[src/rtl/core/thsc_pkg.sv]
// ----------------------------------------------------------------------------
// thsc_pkg
// Shared types and constants of the two-wire humidity sensor controller.
// ----------------------------------------------------------------------------
package thsc_pkg;

   // Transaction codes carried in the operation field
   typedef enum logic [2:0] {
      OP_RESET        = 3'd0,
      OP_STATUS_READ  = 3'd1,
      OP_STATUS_WRITE = 3'd2,
      OP_MEAS_TEMP    = 3'd3,
      OP_MEAS_HUMI    = 3'd4
   } op_type;

   // Configuration register indexes
   localparam logic [2:0] CSR_HALF_PERIOD  = 3'd0;
   localparam logic [2:0] CSR_WAIT_LIMIT   = 3'd1;
   localparam logic [2:0] CSR_CMD_TEMP     = 3'd2;
   localparam logic [2:0] CSR_CMD_HUMI     = 3'd3;
   localparam logic [2:0] CSR_CMD_ST_READ  = 3'd4;
   localparam logic [2:0] CSR_CMD_ST_WRITE = 3'd5;
   localparam logic [2:0] CSR_CMD_SOFT_RST = 3'd6;

   localparam int unsigned CSR_DATA_W = 27;

   // Register reset values
   localparam logic [15:0] HALF_PERIOD_RST = 16'd500;
   localparam logic [26:0] WAIT_LIMIT_RST  = 27'd72000000;
   localparam logic [7:0]  CMD_TEMP_RST    = 8'd3;
   localparam logic [7:0]  CMD_HUMI_RST    = 8'd5;
   localparam logic [7:0]  CMD_ST_READ_RST = 8'd7;
   localparam logic [7:0]  CMD_ST_WR_RST   = 8'd6;
   localparam logic [7:0]  CMD_SOFT_RST    = 8'd30;

   // Clocks sent with DATA high for a connection reset
   localparam logic [3:0] RESET_CLOCKS = 4'd9;

   typedef enum logic [4:0] {
      PH_IDLE     = 5'd0,
      PH_CR_INIT  = 5'd1,
      PH_CR_HI    = 5'd2,
      PH_CR_LO    = 5'd3,
      PH_TS0      = 5'd4,
      PH_TS1      = 5'd5,
      PH_TS2      = 5'd6,
      PH_TS3      = 5'd7,
      PH_TS4      = 5'd8,
      PH_TS5      = 5'd9,
      PH_TS6      = 5'd10,
      PH_WB_DATA  = 5'd11,
      PH_WB_HI    = 5'd12,
      PH_WB_LO    = 5'd13,
      PH_WB_ACKHI = 5'd14,
      PH_WB_ACKLO = 5'd15,
      PH_WAIT     = 5'd16,
      PH_RB_HI    = 5'd17,
      PH_RB_LO    = 5'd18,
      PH_RB_ACKD  = 5'd19,
      PH_RB_ACKHI = 5'd20,
      PH_RB_ACKLO = 5'd21,
      PH_END      = 5'd22
   } phase_type;

   typedef struct packed {
      logic [15:0] half_period;
      logic [26:0] wait_limit;
      logic [7:0]  cmd_measure_temp;
      logic [7:0]  cmd_measure_humi;
      logic [7:0]  cmd_status_read;
      logic [7:0]  cmd_status_write;
      logic [7:0]  cmd_soft_reset;
   } cfg_type;

   typedef struct packed {
      logic       start_req;
      logic [2:0] operation;
      logic [7:0] write_value;
      logic       data_in;
   } req_type;

   typedef struct packed {
      logic        sck;
      logic        data_drive;
      logic        data_out;
      logic        busy_res;
      logic        done_res;
      logic [15:0] value;
      logic [7:0]  checksum;
      logic [1:0]  error_count;
   } rsp_type;

endpackage

[src/rtl/core/thsc_req_if.sv]
// ----------------------------------------------------------------------------
// thsc_req_if
// Tick channel into the controller: sampled DATA plus an optional request.
// ----------------------------------------------------------------------------
interface thsc_req_if;
   logic       valid;
   logic       ready;
   logic       start_req;
   logic [2:0] operation;
   logic [7:0] write_value;
   logic       data_in;

   modport source (output valid, output start_req, output operation,
                   output write_value, output data_in, input ready);
   modport sink (input valid, input start_req, input operation,
                 input write_value, input data_in, output ready);
endinterface

[src/rtl/core/thsc_rsp_if.sv]
// ----------------------------------------------------------------------------
// thsc_rsp_if
// Result channel of the controller: pin levels and transaction status.
// ----------------------------------------------------------------------------
interface thsc_rsp_if;
   logic        valid;
   logic        ready;
   logic        sck;
   logic        data_drive;
   logic        data_out;
   logic        busy_res;
   logic        done_res;
   logic [15:0] value;
   logic [7:0]  checksum;
   logic [1:0]  error_count;

   modport source (output valid, output sck, output data_drive, output data_out,
                   output busy_res, output done_res, output value,
                   output checksum, output error_count, input ready);
   modport sink (input valid, input sck, input data_drive, input data_out,
                 input busy_res, input done_res, input value,
                 input checksum, input error_count, output ready);
endinterface

[src/rtl/core/thsc_csr.sv]
// ----------------------------------------------------------------------------
// thsc_csr
// Configuration registers, write only.
// ----------------------------------------------------------------------------
module thsc_csr (
   input  logic                            clock,
   input  logic                            reset,
   input  logic                            csr_we,
   input  logic [2:0]                      csr_index,
   input  logic [thsc_pkg::CSR_DATA_W-1:0] csr_wdata,
   output thsc_pkg::cfg_type               cfg
);

   thsc_pkg::cfg_type cfg_ff;
   thsc_pkg::cfg_type cfg_in;

   always_comb begin
      cfg_in = cfg_ff;
      if (csr_we) begin
         case (csr_index)
            thsc_pkg::CSR_HALF_PERIOD:  cfg_in.half_period      = csr_wdata[15:0];
            thsc_pkg::CSR_WAIT_LIMIT:   cfg_in.wait_limit       = csr_wdata[26:0];
            thsc_pkg::CSR_CMD_TEMP:     cfg_in.cmd_measure_temp = csr_wdata[7:0];
            thsc_pkg::CSR_CMD_HUMI:     cfg_in.cmd_measure_humi = csr_wdata[7:0];
            thsc_pkg::CSR_CMD_ST_READ:  cfg_in.cmd_status_read  = csr_wdata[7:0];
            thsc_pkg::CSR_CMD_ST_WRITE: cfg_in.cmd_status_write = csr_wdata[7:0];
            thsc_pkg::CSR_CMD_SOFT_RST: cfg_in.cmd_soft_reset   = csr_wdata[7:0];
            default: ;
         endcase
      end
   end

   always_ff @(posedge clock) begin
      if (reset) begin
         cfg_ff.half_period      <= thsc_pkg::HALF_PERIOD_RST;
         cfg_ff.wait_limit       <= thsc_pkg::WAIT_LIMIT_RST;
         cfg_ff.cmd_measure_temp <= thsc_pkg::CMD_TEMP_RST;
         cfg_ff.cmd_measure_humi <= thsc_pkg::CMD_HUMI_RST;
         cfg_ff.cmd_status_read  <= thsc_pkg::CMD_ST_READ_RST;
         cfg_ff.cmd_status_write <= thsc_pkg::CMD_ST_WR_RST;
         cfg_ff.cmd_soft_reset   <= thsc_pkg::CMD_SOFT_RST;
      end else begin
         cfg_ff <= cfg_in;
      end
   end

   assign cfg = cfg_ff;

endmodule

[src/rtl/core/thsc_engine.sv]
// ----------------------------------------------------------------------------
// thsc_engine
// Bus sequencer: advances one tick per step and produces that tick's pins.
// ----------------------------------------------------------------------------
module thsc_engine (
   input  logic              clock,
   input  logic              reset,
   input  logic              step,
   input  thsc_pkg::req_type req,
   input  thsc_pkg::cfg_type cfg,
   output thsc_pkg::rsp_type rsp
);

   thsc_pkg::phase_type phase_ff, phase_in;
   logic [15:0] tick_ff, tick_in;
   logic [26:0] wait_ff, wait_in;
   logic [3:0]  bit_ff, bit_in;
   logic [1:0]  byte_ff, byte_in;
   logic [7:0]  shift_ff, shift_in;
   logic [2:0]  hop_ff, hop_in;
   logic [7:0]  hwv_ff, hwv_in;
   logic [15:0] value_ff, value_in;
   logic [7:0]  csum_ff, csum_in;
   logic [1:0]  err_ff, err_in;
   logic        sck_ff, sck_in;
   logic        drv_ff, drv_in;
   logic        dout_ff, dout_in;

   // values after a possible request take-over
   logic                start;
   thsc_pkg::phase_type ph_act;
   logic [15:0]         tick_eff;
   logic [3:0]          bit_eff;
   logic [1:0]          byte_eff;
   logic [2:0]          hop_eff;
   logic                in_wait;
   logic                wait_go;
   logic                fire;
   logic                last_rd;
   logic [15:0]         reload;
   logic [3:0]          bit_inc;
   logic [7:0]          cmd_byte;
   logic [1:0]          err_sat;

   assign start    = (phase_ff == thsc_pkg::PH_IDLE) && req.start_req &&
                     (req.operation <= thsc_pkg::OP_MEAS_HUMI);
   assign hop_eff  = start ? req.operation : hop_ff;
   assign tick_eff = start ? 16'd0 : tick_ff;
   assign bit_eff  = start ? 4'd0 : bit_ff;
   assign byte_eff = start ? 2'd0 : byte_ff;
   assign ph_act   = !start ? phase_ff :
                     (req.operation == thsc_pkg::OP_RESET) ? thsc_pkg::PH_CR_INIT
                                                           : thsc_pkg::PH_TS0;

   assign in_wait = (ph_act == thsc_pkg::PH_WAIT);
   assign wait_go = in_wait && (!req.data_in || (wait_ff >= cfg.wait_limit));
   assign fire    = !in_wait && (ph_act != thsc_pkg::PH_IDLE) && (tick_eff == 16'd0);
   assign last_rd = (hop_eff == thsc_pkg::OP_STATUS_READ) ? (byte_eff >= 2'd1)
                                                          : (byte_eff >= 2'd2);
   assign reload  = (cfg.half_period == 16'd0) ? 16'd0 : cfg.half_period - 16'd1;
   assign bit_inc = bit_eff + 4'd1;
   assign err_sat = (err_ff == 2'd3) ? 2'd3 : err_ff + 2'd1;

   always_comb begin
      case (hop_eff)
         thsc_pkg::OP_RESET:        cmd_byte = cfg.cmd_soft_reset;
         thsc_pkg::OP_STATUS_READ:  cmd_byte = cfg.cmd_status_read;
         thsc_pkg::OP_STATUS_WRITE: cmd_byte = cfg.cmd_status_write;
         thsc_pkg::OP_MEAS_TEMP:    cmd_byte = cfg.cmd_measure_temp;
         default:                   cmd_byte = cfg.cmd_measure_humi;
      endcase
   end

   // next phase
   always_comb begin
      phase_in = ph_act;
      if (in_wait) begin
         if (wait_go) begin
            phase_in = thsc_pkg::PH_RB_HI;
         end
      end else if (fire) begin
         case (ph_act)
            thsc_pkg::PH_CR_INIT:  phase_in = thsc_pkg::PH_CR_HI;
            thsc_pkg::PH_CR_HI:    phase_in = thsc_pkg::PH_CR_LO;
            thsc_pkg::PH_CR_LO:    phase_in = (bit_inc >= thsc_pkg::RESET_CLOCKS) ?
                                              thsc_pkg::PH_TS0 : thsc_pkg::PH_CR_HI;
            thsc_pkg::PH_TS0:      phase_in = thsc_pkg::PH_TS1;
            thsc_pkg::PH_TS1:      phase_in = thsc_pkg::PH_TS2;
            thsc_pkg::PH_TS2:      phase_in = thsc_pkg::PH_TS3;
            thsc_pkg::PH_TS3:      phase_in = thsc_pkg::PH_TS4;
            thsc_pkg::PH_TS4:      phase_in = thsc_pkg::PH_TS5;
            thsc_pkg::PH_TS5:      phase_in = thsc_pkg::PH_TS6;
            thsc_pkg::PH_TS6:      phase_in = thsc_pkg::PH_WB_DATA;
            thsc_pkg::PH_WB_DATA:  phase_in = thsc_pkg::PH_WB_HI;
            thsc_pkg::PH_WB_HI:    phase_in = thsc_pkg::PH_WB_LO;
            thsc_pkg::PH_WB_LO:    phase_in = (bit_eff == 4'd0) ?
                                              thsc_pkg::PH_WB_ACKHI : thsc_pkg::PH_WB_DATA;
            thsc_pkg::PH_WB_ACKHI: phase_in = thsc_pkg::PH_WB_ACKLO;
            thsc_pkg::PH_WB_ACKLO: begin
               if (hop_eff == thsc_pkg::OP_RESET) begin
                  phase_in = thsc_pkg::PH_END;
               end else if (hop_eff == thsc_pkg::OP_STATUS_WRITE) begin
                  phase_in = (byte_eff == 2'd0) ? thsc_pkg::PH_WB_DATA : thsc_pkg::PH_END;
               end else if (hop_eff == thsc_pkg::OP_STATUS_READ) begin
                  phase_in = thsc_pkg::PH_RB_HI;
               end else begin
                  phase_in = thsc_pkg::PH_WAIT;
               end
            end
            thsc_pkg::PH_RB_HI:    phase_in = thsc_pkg::PH_RB_LO;
            thsc_pkg::PH_RB_LO:    phase_in = (bit_eff == 4'd0) ?
                                              thsc_pkg::PH_RB_ACKD : thsc_pkg::PH_RB_HI;
            thsc_pkg::PH_RB_ACKD:  phase_in = thsc_pkg::PH_RB_ACKHI;
            thsc_pkg::PH_RB_ACKHI: phase_in = thsc_pkg::PH_RB_ACKLO;
            thsc_pkg::PH_RB_ACKLO: phase_in = last_rd ? thsc_pkg::PH_END : thsc_pkg::PH_RB_HI;
            default:               phase_in = thsc_pkg::PH_IDLE;
         endcase
      end
   end

   // datapath and pins
   always_comb begin
      tick_in  = tick_eff;
      wait_in  = wait_ff;
      bit_in   = bit_eff;
      byte_in  = byte_eff;
      shift_in = shift_ff;
      hop_in   = hop_eff;
      hwv_in   = start ? req.write_value : hwv_ff;
      value_in = start ? 16'd0 : value_ff;
      csum_in  = start ? 8'd0 : csum_ff;
      err_in   = start ? 2'd0 : err_ff;
      sck_in   = sck_ff;
      drv_in   = drv_ff;
      dout_in  = dout_ff;

      if (in_wait) begin
         if (wait_go) begin
            if (req.data_in) begin
               err_in = err_sat;   // timed out
            end
            tick_in  = reload;
            bit_in   = 4'd7;
            byte_in  = 2'd0;
            shift_in = 8'd0;
         end else begin
            wait_in = wait_ff + 27'd1;
         end
      end else if (ph_act != thsc_pkg::PH_IDLE && !fire) begin
         tick_in = tick_eff - 16'd1;
      end else if (fire) begin
         tick_in = reload;
         case (ph_act)
            thsc_pkg::PH_CR_INIT: begin
               drv_in  = 1'b1;
               dout_in = 1'b1;
               sck_in  = 1'b0;
               bit_in  = 4'd0;
            end
            thsc_pkg::PH_CR_HI: sck_in = 1'b1;
            thsc_pkg::PH_CR_LO: begin
               sck_in = 1'b0;
               bit_in = bit_inc;
            end
            thsc_pkg::PH_TS0: begin
               drv_in  = 1'b1;
               dout_in = 1'b1;
               sck_in  = 1'b0;
            end
            thsc_pkg::PH_TS1: sck_in = 1'b1;
            thsc_pkg::PH_TS2: begin
               drv_in  = 1'b1;
               dout_in = 1'b0;
            end
            thsc_pkg::PH_TS3: sck_in = 1'b0;
            thsc_pkg::PH_TS4: sck_in = 1'b1;
            thsc_pkg::PH_TS5: begin
               drv_in  = 1'b1;
               dout_in = 1'b1;
            end
            thsc_pkg::PH_TS6: begin
               sck_in   = 1'b0;
               shift_in = cmd_byte;
               bit_in   = 4'd7;
               byte_in  = 2'd0;
            end
            thsc_pkg::PH_WB_DATA: begin
               drv_in  = 1'b1;
               dout_in = shift_ff[bit_eff[2:0]];
            end
            thsc_pkg::PH_WB_HI: sck_in = 1'b1;
            thsc_pkg::PH_WB_LO: begin
               sck_in = 1'b0;
               if (bit_eff != 4'd0) begin
                  bit_in = bit_eff - 4'd1;
               end
            end
            thsc_pkg::PH_WB_ACKHI: begin
               drv_in  = 1'b0;
               dout_in = 1'b0;
               sck_in  = 1'b1;
            end
            thsc_pkg::PH_WB_ACKLO: begin
               if (req.data_in) begin
                  err_in = err_sat;   // no ack
               end
               sck_in = 1'b0;
               if (hop_eff == thsc_pkg::OP_STATUS_WRITE) begin
                  if (byte_eff == 2'd0) begin
                     byte_in  = 2'd1;
                     shift_in = hwv_ff;
                     bit_in   = 4'd7;
                  end
               end else if (hop_eff == thsc_pkg::OP_STATUS_READ) begin
                  bit_in   = 4'd7;
                  byte_in  = 2'd0;
                  shift_in = 8'd0;
               end else if (hop_eff != thsc_pkg::OP_RESET) begin
                  wait_in = 27'd0;
               end
            end
            thsc_pkg::PH_RB_HI: begin
               drv_in  = 1'b0;
               dout_in = 1'b0;
               sck_in  = 1'b1;
            end
            thsc_pkg::PH_RB_LO: begin
               shift_in = {shift_ff[6:0], req.data_in};
               sck_in   = 1'b0;
               if (bit_eff != 4'd0) begin
                  bit_in = bit_eff - 4'd1;
               end
            end
            thsc_pkg::PH_RB_ACKD: begin
               if (hop_eff == thsc_pkg::OP_STATUS_READ) begin
                  if (byte_eff == 2'd0) begin
                     value_in = {8'd0, shift_ff};
                  end else begin
                     csum_in = shift_ff;
                  end
               end else if (byte_eff == 2'd0) begin
                  value_in = {shift_ff, value_ff[7:0]};
               end else if (byte_eff == 2'd1) begin
                  value_in = {value_ff[15:8], shift_ff};
               end else begin
                  csum_in = shift_ff;
               end
               // ack low on data bytes, high (no ack) on the last byte
               drv_in  = 1'b1;
               dout_in = last_rd;
            end
            thsc_pkg::PH_RB_ACKHI: sck_in = 1'b1;
            thsc_pkg::PH_RB_ACKLO: begin
               sck_in = 1'b0;
               if (!last_rd) begin
                  byte_in  = byte_eff + 2'd1;
                  bit_in   = 4'd7;
                  shift_in = 8'd0;
               end
            end
            default: tick_in = 16'd0;   // end of transaction
         endcase
      end
   end

   always_ff @(posedge clock) begin
      if (reset) begin
         phase_ff <= thsc_pkg::PH_IDLE;
         tick_ff  <= '0;
         wait_ff  <= '0;
         bit_ff   <= '0;
         byte_ff  <= '0;
         shift_ff <= '0;
         hop_ff   <= '0;
         hwv_ff   <= '0;
         value_ff <= '0;
         csum_ff  <= '0;
         err_ff   <= '0;
         sck_ff   <= 1'b0;
         drv_ff   <= 1'b1;
         dout_ff  <= 1'b1;
      end else if (step) begin
         phase_ff <= phase_in;
         tick_ff  <= tick_in;
         wait_ff  <= wait_in;
         bit_ff   <= bit_in;
         byte_ff  <= byte_in;
         shift_ff <= shift_in;
         hop_ff   <= hop_in;
         hwv_ff   <= hwv_in;
         value_ff <= value_in;
         csum_ff  <= csum_in;
         err_ff   <= err_in;
         sck_ff   <= sck_in;
         drv_ff   <= drv_in;
         dout_ff  <= dout_in;
      end
   end

   logic done;
   assign done = fire && (ph_act == thsc_pkg::PH_END);

   assign rsp.sck         = sck_in;
   assign rsp.data_drive  = drv_in;
   assign rsp.data_out    = dout_in;
   assign rsp.busy_res    = (phase_in != thsc_pkg::PH_IDLE);
   assign rsp.done_res    = done;
   assign rsp.value       = done ? value_in : 16'd0;
   assign rsp.checksum    = done ? csum_in : 8'd0;
   assign rsp.error_count = done ? err_in : 2'd0;

endmodule

[src/rtl/core/two_wire_humidity_sensor_controller.sv]
// ----------------------------------------------------------------------------
// two_wire_humidity_sensor_controller
// Bus master for a two-wire humidity/temperature sensor, one tick per beat.
// ----------------------------------------------------------------------------
// Path: an accepted req beat passes through the input register, then the
//   sequencer logic into the result register, which drives its rsp beat.
// Throughput: one tick beat per cycle while rsp is ready; set by the sequencer step.
// Reset: synchronous; sequencer idle, SCK low, DATA driven high, registers at
//   their documented defaults, both pipeline registers empty.
// ----------------------------------------------------------------------------
module two_wire_humidity_sensor_controller (
   input  logic                            clock,
   input  logic                            reset,
   thsc_req_if.sink                        req_chan,
   thsc_rsp_if.source                      rsp_chan,
   input  logic                            csr_we,
   input  logic [2:0]                      csr_index,
   input  logic [thsc_pkg::CSR_DATA_W-1:0] csr_wdata
);

   thsc_pkg::cfg_type cfg;
   thsc_pkg::rsp_type step_rsp;

   // Input register: one tick beat waiting for the sequencer.
   logic              in_valid_ff, in_valid_in;
   thsc_pkg::req_type in_data_ff, in_data_in;

   // Result register: one tick's pin levels and status.
   logic              rsp_valid_ff, rsp_valid_in;
   thsc_pkg::rsp_type rsp_data_ff, rsp_data_in;

   logic req_take;
   logic advance;   // sequencer consumes the held beat this cycle

   assign advance  = in_valid_ff && (!rsp_valid_ff || rsp_chan.ready);
   assign req_take = req_chan.valid && req_chan.ready;

   // A new beat is taken whenever the input register is empty or empties this cycle,
   // so the stream keeps moving at one beat a cycle with rsp draining.
   assign req_chan.ready = !in_valid_ff || advance;

   always_comb begin
      in_valid_in = in_valid_ff;
      in_data_in  = in_data_ff;
      if (req_take) begin
         in_valid_in           = 1'b1;
         in_data_in.start_req  = req_chan.start_req;
         in_data_in.operation  = req_chan.operation;
         in_data_in.write_value = req_chan.write_value;
         in_data_in.data_in    = req_chan.data_in;
      end else if (advance) begin
         in_valid_in = 1'b0;
      end
   end

   always_comb begin
      rsp_valid_in = rsp_valid_ff;
      rsp_data_in  = rsp_data_ff;
      if (advance) begin
         rsp_valid_in = 1'b1;
         rsp_data_in  = step_rsp;
      end else if (rsp_chan.ready) begin
         rsp_valid_in = 1'b0;
      end
   end

   always_ff @(posedge clock) begin
      if (reset) begin
         in_valid_ff  <= 1'b0;
         rsp_valid_ff <= 1'b0;
      end else begin
         in_valid_ff  <= in_valid_in;
         rsp_valid_ff <= rsp_valid_in;
      end
   end

   // payload needs no reset
   always_ff @(posedge clock) begin
      in_data_ff  <= in_data_in;
      rsp_data_ff <= rsp_data_in;
   end

   thsc_csr u_csr (
      .clock     (clock),
      .reset     (reset),
      .csr_we    (csr_we),
      .csr_index (csr_index),
      .csr_wdata (csr_wdata),
      .cfg       (cfg)
   );

   // Sequencer state moves only when a beat passes into the result register.
   thsc_engine u_engine (
      .clock (clock),
      .reset (reset),
      .step  (advance),
      .req   (in_data_ff),
      .cfg   (cfg),
      .rsp   (step_rsp)
   );

   assign rsp_chan.valid       = rsp_valid_ff;
   assign rsp_chan.sck         = rsp_data_ff.sck;
   assign rsp_chan.data_drive  = rsp_data_ff.data_drive;
   assign rsp_chan.data_out    = rsp_data_ff.data_out;
   assign rsp_chan.busy_res    = rsp_data_ff.busy_res;
   assign rsp_chan.done_res    = rsp_data_ff.done_res;
   assign rsp_chan.value       = rsp_data_ff.value;
   assign rsp_chan.checksum    = rsp_data_ff.checksum;
   assign rsp_chan.error_count = rsp_data_ff.error_count;

endmodule
[src/flat_wrapper.sv]
// flat-port wrapper written by rule: the top's interface ports become plain ports
module two_wire_humidity_sensor_controller_flat 
  (clock, reset, csr_we, csr_index, csr_wdata, req_chan_valid, req_chan_start_req, req_chan_operation, req_chan_write_value, req_chan_data_in, req_chan_ready, rsp_chan_valid, rsp_chan_sck, rsp_chan_data_drive, rsp_chan_data_out, rsp_chan_busy_res, rsp_chan_done_res, rsp_chan_value, rsp_chan_checksum, rsp_chan_error_count, rsp_chan_ready);
  thsc_req_if req_chan_i ();
  thsc_rsp_if rsp_chan_i ();
  input  logic clock;
  input  logic reset;
  input  logic csr_we;
  input  logic [2:0] csr_index;
  input  logic [thsc_pkg::CSR_DATA_W-1:0] csr_wdata;
  input wire logic [$bits(req_chan_i.valid)-1:0] req_chan_valid;
  input wire logic [$bits(req_chan_i.start_req)-1:0] req_chan_start_req;
  input wire logic [$bits(req_chan_i.operation)-1:0] req_chan_operation;
  input wire logic [$bits(req_chan_i.write_value)-1:0] req_chan_write_value;
  input wire logic [$bits(req_chan_i.data_in)-1:0] req_chan_data_in;
  output wire logic [$bits(req_chan_i.ready)-1:0] req_chan_ready;
  output wire logic [$bits(rsp_chan_i.valid)-1:0] rsp_chan_valid;
  output wire logic [$bits(rsp_chan_i.sck)-1:0] rsp_chan_sck;
  output wire logic [$bits(rsp_chan_i.data_drive)-1:0] rsp_chan_data_drive;
  output wire logic [$bits(rsp_chan_i.data_out)-1:0] rsp_chan_data_out;
  output wire logic [$bits(rsp_chan_i.busy_res)-1:0] rsp_chan_busy_res;
  output wire logic [$bits(rsp_chan_i.done_res)-1:0] rsp_chan_done_res;
  output wire logic [$bits(rsp_chan_i.value)-1:0] rsp_chan_value;
  output wire logic [$bits(rsp_chan_i.checksum)-1:0] rsp_chan_checksum;
  output wire logic [$bits(rsp_chan_i.error_count)-1:0] rsp_chan_error_count;
  input wire logic [$bits(rsp_chan_i.ready)-1:0] rsp_chan_ready;
  assign req_chan_i.valid = req_chan_valid;
  assign req_chan_i.start_req = req_chan_start_req;
  assign req_chan_i.operation = req_chan_operation;
  assign req_chan_i.write_value = req_chan_write_value;
  assign req_chan_i.data_in = req_chan_data_in;
  assign req_chan_ready = req_chan_i.ready;
  assign rsp_chan_valid = rsp_chan_i.valid;
  assign rsp_chan_sck = rsp_chan_i.sck;
  assign rsp_chan_data_drive = rsp_chan_i.data_drive;
  assign rsp_chan_data_out = rsp_chan_i.data_out;
  assign rsp_chan_busy_res = rsp_chan_i.busy_res;
  assign rsp_chan_done_res = rsp_chan_i.done_res;
  assign rsp_chan_value = rsp_chan_i.value;
  assign rsp_chan_checksum = rsp_chan_i.checksum;
  assign rsp_chan_error_count = rsp_chan_i.error_count;
  assign rsp_chan_i.ready = rsp_chan_ready;
  two_wire_humidity_sensor_controller u_core (.clock(clock), .reset(reset), .req_chan(req_chan_i), .rsp_chan(rsp_chan_i), .csr_we(csr_we), .csr_index(csr_index), .csr_wdata(csr_wdata));
endmodule
[config.mk]
export PLATFORM = sky130hd
export DESIGN_NAME = two_wire_humidity_sensor_controller_flat
export DESIGN_NICKNAME = d
export VERILOG_FILES = /design/src/rtl/core/thsc_pkg.sv /design/src/rtl/core/thsc_req_if.sv /design/src/rtl/core/thsc_rsp_if.sv /design/src/rtl/core/thsc_csr.sv /design/src/rtl/core/thsc_engine.sv /design/src/rtl/core/two_wire_humidity_sensor_controller.sv /design/src/flat_wrapper.sv
export SDC_FILE = /design/constraint.sdc
export NUM_CORES = 1
export LEC_CHECK = 0
export BUFFER_PORTS_ARGS = -buffer_cell sky130_fd_sc_hd__buf_2
export CAP_MARGIN = 5
export CORE_MARGIN = 1.5
export CORE_UTILIZATION = 60
export CTS_BUF_LIST = sky130_fd_sc_hd__clkbuf_4 sky130_fd_sc_hd__clkbuf_8
export DETAILED_ROUTE_END_ITERATION = 10
export PLACE_DENSITY = 0.89
export RECOVER_POWER = 100
export SYNTH_ARGS = -nofsm -noshare
export SYNTH_HDL_FRONTEND = slang
export SYNTH_HIERARCHICAL = 1
export SYNTH_SLANG_ARGS = --single-unit
[constraint.sdc]
create_clock -name clock -period 10.7 [get_ports clock]
set_input_delay 0.535 -clock clock [delete_from_list [all_inputs] [get_ports clock]]
set_output_delay 0.535 -clock clock [all_outputs]
set_load 0.05 [all_outputs]
==> flow_summary.json <==
{
  "hpwl_mm": 24.5,
  "ys_ff_latch": 231,
  "synth_warnings": 6,
  "numCtsBuffers": 39,
  "viasPerCell": 6.62,
  "hold_path_class": "in -> reg",
  "setup_tns_ns": 0,
  "reg2reg_slack_ns": 3.76,
  "start_kind": "flop",
  "dr_total_vias": 12100,
  "period_needed_ns": 6.94,
  "holdPathEnd": "u_core/in_data_ff[7]$_DFFE_PP_",
  "drtIter0Drc": 1377,
  "synthFlopType": "dfxtp_1",
  "yosys.cell_types.count": 89,
  "rsz0062_at_grt": "no",
  "crit_path_frequent_cell": "clkbuf_1",
  "place_ws_ns": 5.40,
  "cts_resized": 0,
  "die_area_um2": 22700,
  "core_area_um2": 21200,
  "gp_congestion": 0.972,
  "final_cells": 1834,
  "synth_fp_nets": 1587,
  "yosysTopAreaCellShare_pct": 28.6,
  "grt_pass1_wl_mm": 57.4,
  "io_buffers": 80,
  "p_leak_nw": 5.47,
  "hold_depth": 1,
  "cts_tree": "done",
  "synth-compound-area-share_pct": 19.5,
  "clock_path_buffers": 3,
  "path_cells": "nor4_1, clkbuf_1, nand3_1, clkbuf_1, nand2_1, ha_1, o31a_1, a21oi_1, or3_1, o21ai_0, clkbuf_1, or4_1, o21ai_0",
  "setup_ws_ns": 3.76,
  "diodes": 0,
  "syn2layout_area_growth_pct": 8.51,
  "rows": 53,
  "wl_per_cell_um": 19.8,
  "place_inst": 1763,
  "grt_pass1_vias": 11300,
  "die_y_um": 151,
  "overflow": 0,
  "first_pass_iters": 7,
  "yosysSeqAreaShare_pct": 38.7,
  "dpl_cell_area_um2": 13500,
  "drv_slew": 307,
  "crit_path_start": "u_core/u_engine/phase_ff[2]$_SDFFE_PP0P_",
  "antenna_found_initial": 0,
  "synth_fa_ha_area_share_pct": 3.62,
  "h-tree-depth": 2,
  "final-hold-violation-count": 0,
  "violations": "max-capacitance violations, max-slew violations",
  "r2r-end": "u_core/u_engine/wait_ff[6]$_SDFFE_PP0P_",
  "cp.arrival_ns": 7.40,
  "multiInputGateArea_um2": 7340,
  "holdWs_ns": 0.163,
  "grt_max_degree": 114,
  "drive_above_1_share_pct": 9.30,
  "initial_core_util_pct": 61.6,
  "synth_top_family_by_area": "simple AND/OR/NAND/NOR gates",
  "fin_worst_skew_ns": 0.0183,
  "drc": 0,
  "synth_xor_xnor_area_share_pct": 1.27,
  "drt_wl_total_mm": 36.4,
  "clock-sinks": 231,
  "synth_edf_count": 44,
  "synthMuxAreaShare_pct": 8.74,
  "root_buffer": "clkbuf_8",
  "power.density_nw_per_um2": 149,
  "worst-setup-path-type": "reg -> reg",
  "slew_headroom_pct": -143,
  "fin_area_um2": 14200,
  "synth_area_leaders": "dfxtp_1 (29%), edfxtp_1 (10%), mux2i_1 (8.0%)",
  "seq_area_um2": 5060,
  "synth.avg_cell_area_um2": 8.71,
  "critPathMaxFanout": 40,
  "status": "finished, violations left",
  "ant_nets": 0,
  "finalNetCount": 1614,
  "reg2reg_depth": 13,
  "vdd_ir_drop_max_uv": 116,
  "ios": 81,
  "cpPeakStageDelay_ns": 1.21,
  "tightest_slew_ns": 3.64,
  "crit_required_ns": 11.16,
  "critical_path.endpoint_type": "flop",
  "hold_start": "req_chan_write_value[6]",
  "synthArstFlopShare_pct": 0,
  "clk_pin_slew_ns": 0.06,
  "yosysMostFrequentCell": "dfxtp_1",
  "maxCapViolCount": 5,
  "synthCells": 1502,
  "path_buf_inv": 3,
  "critPathSlowestCell": "clkbuf_1",
  "post-route-period-util_pct": 64.8,
  "finalSetupViolations": 0,
  "synthSimpleGateAreaFrac_pct": 23.1,
  "die_w_um": 151,
  "clock.fmax_mhz": 144,
  "n_fill_cell": 1692,
  "grt_use_total_pct": 31.6,
  "hold_buffers": 0,
  "syn_area_um2": 13100,
  "cts_setup_buffers": 0,
  "r2r_start": "u_core/u_engine/phase_ff[2]$_SDFFE_PP0P_",
  "cp_top_family": "simple AND/OR/NAND/NOR gates",
  "clk-insertion-delay-late_ns": 0.55,
  "yosys.area.top_type": "dfxtp_1",
  "synth_common_cells": "dfxtp_1 (187), nor2_1 (150), nand2_1 (120)"
}
worst max-delay path by stage:
stage | end | slack (ns) | cells after the start
floorplan | u_core/u_engine/wait_ff[10]$_SDFFE_PP0P_ | 6.77 | 15
global placement | u_core/u_engine/wait_ff[22]$_SDFFE_PP0P_ | 5.58 | 13
detailed placement | u_core/u_engine/wait_ff[6]$_SDFFE_PP0P_ | 5.40 | 13
CTS | u_core/u_engine/wait_ff[6]$_SDFFE_PP0P_ | 5.37 | 13
global route | u_core/u_engine/wait_ff[6]$_SDFFE_PP0P_ | 3.28 | 13
finish | u_core/u_engine/wait_ff[6]$_SDFFE_PP0P_ | 3.76 | 13
stage by stage:
stage	total power, W	util [%]
floorplan	0.00120	-
global placement	0.00128	63.5
detailed placement	0.00128	63.5
CTS	0.00211	67.4
global route	0.00218	66.9
finish	0.00211	66.9
state kept, by name, summed over array words and instances, names as in the netlist, 3 cells and up:
| name | flops |
|---|---|
| u_core/u_csr/cfg | 83 |
| u_core/u_engine/wait_ff | 27 |
| u_core/u_engine/value_ff | 16 |
| u_core/u_engine/hwv_ff | 8 |
| u_core/u_engine/hop_ff | 3 |
| u_core/in_data_ff | 13 |
| u_core/u_engine/phase_ff | 5 |
| u_core/u_engine/bit_ff | 4 |
| u_core/rsp_chan.value | 16 |
| u_core/u_engine/tick_ff | 16 |
| u_core/rsp_chan.checksum | 8 |
| u_core/u_engine/shift_ff | 8 |
| u_core/u_engine/csum_ff | 8 |
placed cells by master, fill, tap and decap left out, types with 40 or more instances in the layout:
cell type	n
inv_1	48
nand2b_1	101
dfxtp_1	187
clkbuf_1	47
mux2i_1	104
nor2_1	150
edfxtp_1	44
buf_2	40
nand3_1	50
clkbuf_8	44
nand2_1	120
o21ai_0	42
a21oi_1	90
kinds of logic after synthesis:
family | after synthesis
xor gates and xnor gates | 19
buffers and inverters | 156
and+or+nand+nor | 583
AOI/OAI and AO/OA | 363
adders and majority gates | 38
DFF | 231
muxes | 112
final cells by class:
cell class	count	share of cell area (%)
multi-input combinational	1115	51.7
sequential	231	35.7
clock buffer	63	5.27
timing repair buffer	93	2.97
tap	275	2.42
inverter	49	1.30
clock inverter	8	0.600
power by group:
group / internal [W] / total [W] / switching (W)
Combinational: 0.000111 / 0.000338 / 0.000227
Clock: 0.000471 / 0.000834 / 0.000363
Sequential: 0.000912 / 0.000937 / 0.0000253
metal layers:
metal	share of wire, %	track usage (%)	vias to the layer above
li1	-	-	5566
met1	41	41.8	5808
met2	47	51.1	650
met3	8.7	5.42	122
met4	3.5	13.1	0
met5	0	0	-
Power figures use the tool's default switching activity.
